## config.mk

```make
export PLATFORM = sky130hd
export DESIGN_NAME = rar_ctrl
export DESIGN_NICKNAME = d
export VERILOG_FILES = /design/src/redundancy_allocation_reliability_dp_core_assert.svh /design/src/rar_pkg.sv /design/src/rar_ctrl.sv
export SDC_FILE = /design/constraint.sdc
export NUM_CORES = 1
export LEC_CHECK = 0
export BUFFER_PORTS_ARGS = -buffer_cell sky130_fd_sc_hd__buf_2
export CORE_AREA = 2 2 39 41
export CTS_CLUSTER_DIAMETER = 150
export DETAILED_ROUTE_END_ITERATION = 12
export DIE_AREA = 0 0 41 43
export PLACE_DENSITY = 0.68
export SYNTH_ARGS = -nofsm -noshare
export SYNTH_HDL_FRONTEND = slang
export SYNTH_SLANG_ARGS = --single-unit
```

## constraint.sdc

```tcl
create_clock -name clk -period 1.45 [get_ports clk]
set_input_delay 0.29 -clock clk [delete_from_list [all_inputs] [get_ports clk]]
set_output_delay 0.29 -clock clk [all_outputs]
set_load 0.02 [all_outputs]
```

## src/redundancy_allocation_reliability_dp_core_assert.svh

```systemverilog
// Assertion macros for the reliability allocation core.
// Used by the top level only; no other dependencies.
`ifndef REDUNDANCY_ALLOCATION_RELIABILITY_DP_CORE_ASSERT_SVH
`define REDUNDANCY_ALLOCATION_RELIABILITY_DP_CORE_ASSERT_SVH
// Implication checked on every clock edge outside reset.
`define RAR_ASSERT_IMP(label, clk, rst_n, a, c) \
    label: assert property (@(posedge clk) disable iff (!rst_n) (a) |-> (c)) \
        else $error("assertion failed");
// Next-cycle implication.
`define RAR_ASSERT_NEXT(label, clk, rst_n, a, c) \
    label: assert property (@(posedge clk) disable iff (!rst_n) (a) |=> (c)) \
        else $error("assertion failed");
`endif

```

## src/rar_pkg.sv

```systemverilog
// Shared types and constants for the reliability allocation core.
// No dependencies.
`timescale 1ns / 1ps
package rar_pkg;
    localparam int MAX_SPARE = 1024;
    localparam int FRAC_BITS = 31;
    localparam int ROW_LEN = MAX_SPARE + 1;
    localparam int IDX_W = $clog2(ROW_LEN);
    localparam logic [31:0] ONE = 32'h8000_0000;
    localparam logic [2:0] ST_OK = 3'd0;
    localparam logic [2:0] ST_ZERO_PROB = 3'd1;
    localparam logic [2:0] ST_SHORT = 3'd2;
    localparam logic [2:0] ST_SPARE = 3'd3;
    localparam logic [2:0] ST_ZERO_COST = 3'd4;

    typedef struct packed {
        logic load;       // latch the beat, start a stage
        logic clr_start;  // start clearing pass
        logic j_init;     // begin entry j: z = 0
        logic rd;         // issue row read at j - used
        logic mul_q;      // compute next qpow and candidate
        logic mul_r;      // keep the larger of candidate and best
        logic step;       // used += cost
        logic wr;         // write best to row[j]
        logic j_dec;      // move to next j
        logic clr_wr;     // clear one entry
        logic fin_rd;     // read result entry
    } rar_cmd_t;

    typedef struct packed {
        logic more_z;     // another copy fits
        logic j_zero;     // j is at 0
        logic clr_done;   // clearing pass at last entry
        logic last;       // stage ends the set
    } rar_sts_t;
endpackage

```

## src/rar_ctrl.sv

```systemverilog
// Sequencer for the reliability allocation core.
// Depends on rar_pkg.
`timescale 1ns / 1ps
module rar_ctrl
(
    input  logic              clk,
    input  logic              rst_n,
    input  logic              in_valid,
    output logic              in_ready,
    output logic              out_valid,
    input  logic              out_ready,
    output rar_pkg::rar_cmd_t cmd,
    input  rar_pkg::rar_sts_t sts
);
    typedef enum logic [3:0]
    {
        S_CLEAR, S_IDLE, S_JINIT, S_RD, S_MULQ, S_MULR, S_ACC, S_WR,
        S_FIN, S_FIN2, S_OUT
    } state_t;

    state_t state_reg;
    logic   out_valid_reg;

    assign in_ready  = (state_reg == S_IDLE);
    assign out_valid = out_valid_reg;

    always_comb
    begin
        cmd = '0;
        case (state_reg)
            S_IDLE:  cmd.load = in_valid;
            S_JINIT: cmd.j_init = 1'b1;
            S_RD:    cmd.rd = 1'b1;
            S_MULQ:  cmd.mul_q = 1'b1;
            S_MULR:  cmd.mul_r = 1'b1;
            S_ACC:   cmd.step = sts.more_z;
            S_WR:
            begin
                cmd.wr = 1'b1;
                cmd.j_dec = !sts.j_zero;
            end
            S_FIN:   cmd.fin_rd = 1'b1;
            S_OUT:   cmd.clr_start = out_ready;
            S_CLEAR: cmd.clr_wr = 1'b1;
            default: cmd = '0;
        endcase
    end

    always_ff @(posedge clk or negedge rst_n)
    begin
        if (!rst_n)
        begin
            state_reg     <= S_CLEAR;
            out_valid_reg <= 1'b0;
        end
        else
        begin
            case (state_reg)
                S_CLEAR: if (sts.clr_done) state_reg <= S_IDLE;
                S_IDLE:  if (in_valid) state_reg <= S_JINIT;
                S_JINIT: state_reg <= S_RD;
                S_RD:    state_reg <= S_MULQ;
                S_MULQ:  state_reg <= S_MULR;
                S_MULR:  state_reg <= S_ACC;
                S_ACC:   state_reg <= sts.more_z ? S_RD : S_WR;
                S_WR:
                begin
                    if (!sts.j_zero)
                        state_reg <= S_JINIT;
                    else if (sts.last)
                        state_reg <= S_FIN;
                    else
                        state_reg <= S_IDLE;
                end
                S_FIN:   state_reg <= S_FIN2;
                S_FIN2:
                begin
                    state_reg     <= S_OUT;
                    out_valid_reg <= 1'b1;
                end
                S_OUT:
                begin
                    if (out_ready)
                    begin
                        out_valid_reg <= 1'b0;
                        state_reg     <= S_CLEAR;
                    end
                end
                default: state_reg <= S_IDLE;
            endcase
        end
    end
endmodule

```

==> metrics.yaml <==
sta:
  tns_ps: -755
  max_slew.worst_pin.slew_ps: 303
  final.period_utilization_pct: 109
  finalSetupViolCount: 11
  hold_viol: 0
  fmax_ghz: 0.631
  drv_slew: 0
  fin_skew_ps: 1.04
  maxSlewHeadroom_pct: 79.7
  setup_ws_ps: -135
  rsz0062_at_grt: "yes"
  period_needed_ps: 1580
yosys:
  synth_area_leaders: "dfrtp_1 31%, nor3_1 8.8%, nor2_1 8.4%, nand2b_1 7.8%, a21oi_1 5.0%"
  synth-edff-count: 0
  async_flop_share_pct: 100
  synth_cell_types: 21
  synth_fp_nets: 63
  synthFlopType: "dfrtp_1"
  synth_seq_cells: 5
  syn_avg_cell_area_um2: 7.28
  synth_top_area_share_pct: 31.3
  syn-cell-area_um2: 400
  ys_warn_count: 0
  ys_seq_area_share_pct: 31.3
  syn_inst: 55
  synth_top_area_cell: "dfrtp_1"
finish:
  drive_gt1_share_pct: 64.3
  num_antenna_cells: 0
  largest_reg_flops: 4
  syn_to_final_growth_pct: 127
  nets: 107
  final_cells: 114
worst_setup_path:
  crit_end: "cmd[10]"
  worstSetupPathType: "register to output pin"
  worstPathRequired_ps: 1160
  crit_path_start_kind: "register"
  r2r_slack_ps: -50
  cp-end-kind: "output pin"
  rr_endpoint: "state_reg[0]"
  r2r-start: "state_reg[3]"
  cp.arrival_ps: 1290
  startpoint: "state_reg[3]"
  worstPathMaxFanout: 6
  rr_worst_depth: 4
clock_network:
  cts.sinks: 5
  cts_root_buffer: "clkbuf_4"
  clock_latency_ps: 240
  htree_levels: 1
  cts_tree: "yes"
  cts.reportedPaths.clkPinSlew_ps: 40
  numCtsBuffers: 3
  clock_path_buffers: 2
flow_run:
  maxCapViolations: 0
detailed_routing:
  ant_nets: 0
  routedWlPerCell_um: 13.1
  routed_wl_um: 1500
  via_per_inst: 5.05
  drtIter0Drc: 4
  vias: 576
  drc: 0
  first_pass_iters: 4
place:
  port_buffers: 20
  gp_congestion: 0.819
  dp_cells: 95
  dpl.hpwl_um: 886
grt:
  grt_pass1_wl_um: 2240
  grt_pass1_vias: 552
  grt_usage_pct: 19.0
  grt_max_degree: 7
  antenna_found_initial: 0
  overflow: 0
die:
  die_area_um2: 1760
  core-area_um2: 1380
  initial_utilization_pct: 28.9
  die_w_um: 41
  die_h_um: 43
  io_pins: 21
  row_count: 14
worst_hold_path:
  hold_class: "input pin to register"
power_and_ir_drop:
  p_leak_nw: 0.425
  power.density_nw_per_um2: 1990
  ir_drop_mv: 0.933
status:
  violations: "negative setup slack"
  outcome: "complete, but fails checks"
## power by group
part	switching, W	total, W	internal (W)
Sequential	0.0000630	0.000254	0.000191
Clock	0.0000518	0.000156	0.000104
Combinational	0.000684	0.00140	0.000714
Total	0.000799	0.00181	0.00101
## timing repair
action,4_1_cts,5_1_grt
buffers inserted,11,3
gates resized for setup,26,24
pin swaps,4,7
setup endpoints to repair,13,14
endpoints found under the hold margin,5,0
hold buffers,1,0
## routing by layer
layer	track usage [%]	wire, um	vias up
li1	-	-	284
met1	22.6	621	266
met2	30.0	769	20
met3	1.57	60	6
met4	13.3	43	0
met5	0	0	-
## worst min-delay path by stage
stage                start           end  slack, ps  depth (start not counted)
floorplan            rst_n     out_valid         -6                          0
CTS                 sts[0]  state_reg[3]        320                          3
global placement     rst_n     out_valid        110                          1
detailed placement   rst_n     out_valid        110                          1
global route        sts[0]  state_reg[3]        360                          3
finish              sts[0]  state_reg[3]        350                          3
## final cells by class
class,instances,area (um2)
timing repair buffer,43,352
multi-input combinational,45,380
sequential,5,128
tap,16,20.0
clock buffer,4,26.3
inverter,1,3.75
fill,112,474
## metrics by stage
step | instance area (um2) | util, % | power (W) | setup slack (ps) | hold slack [ps]
after floorplan | 422 | - | 0.000745 | -95.6 | -5.59
after global placement | 582 | 42.0 | 0.000974 | 23.6 | 106
after detailed placement | 582 | 42.0 | 0.000982 | -8.74 | 108
after CTS | 791 | 57.1 | 0.00152 | -124 | 323
after global routing | 910 | 65.7 | 0.00192 | -176 | 360
final | 910 | 65.7 | 0.00181 | -135 | 346
## placed cells by master (no fill, tap or decap), types with 2 or more instances in the layout
| cell | netlist | layout |
|---|---|---|
| a21oi_1 | 4 | 4 |
| nor3_2 | 0 | 3 |
| nand2_1 | 3 | 2 |
| nor2_1 | 9 | 7 |
| buf_4 | 0 | 20 |
| nand2b_1 | 5 | 2 |
| nand2b_4 | 0 | 3 |
| dfrtp_2 | 0 | 2 |
| nor3_4 | 0 | 3 |
| dfrtp_1 | 5 | 3 |
| buf_2 | 4 | 9 |
| nand3_1 | 2 | 2 |
| clkbuf_4 | 0 | 3 |
| buf_6 | 0 | 13 |
| nor2_4 | 0 | 2 |
## worst max-delay path, stage by stage (launching register included)
cell	delay, ps
dfrtp_2	460
buf_6	150
nor3_4	180
and2_4	160
buf_6	100
## Yosys cell counts (all sizes together), types with 2 or more instances
cell    instances
nand2           3
nand2b          5
o21ai           2
dfrtp           5
nor3            7
buf             4
nor2            9
nor2b           2
and2            2
nand3           2
a21oi           4
## cells by family after synthesis
group | share of synthesized area (%)
AND/OR/NAND/NOR | 42.5
buffers and inverters | 5.94
AO/OA/AOI/OAI | 20.3
flip-flops | 31.3
No activity file was read; power rests on OpenSTA's default activity.
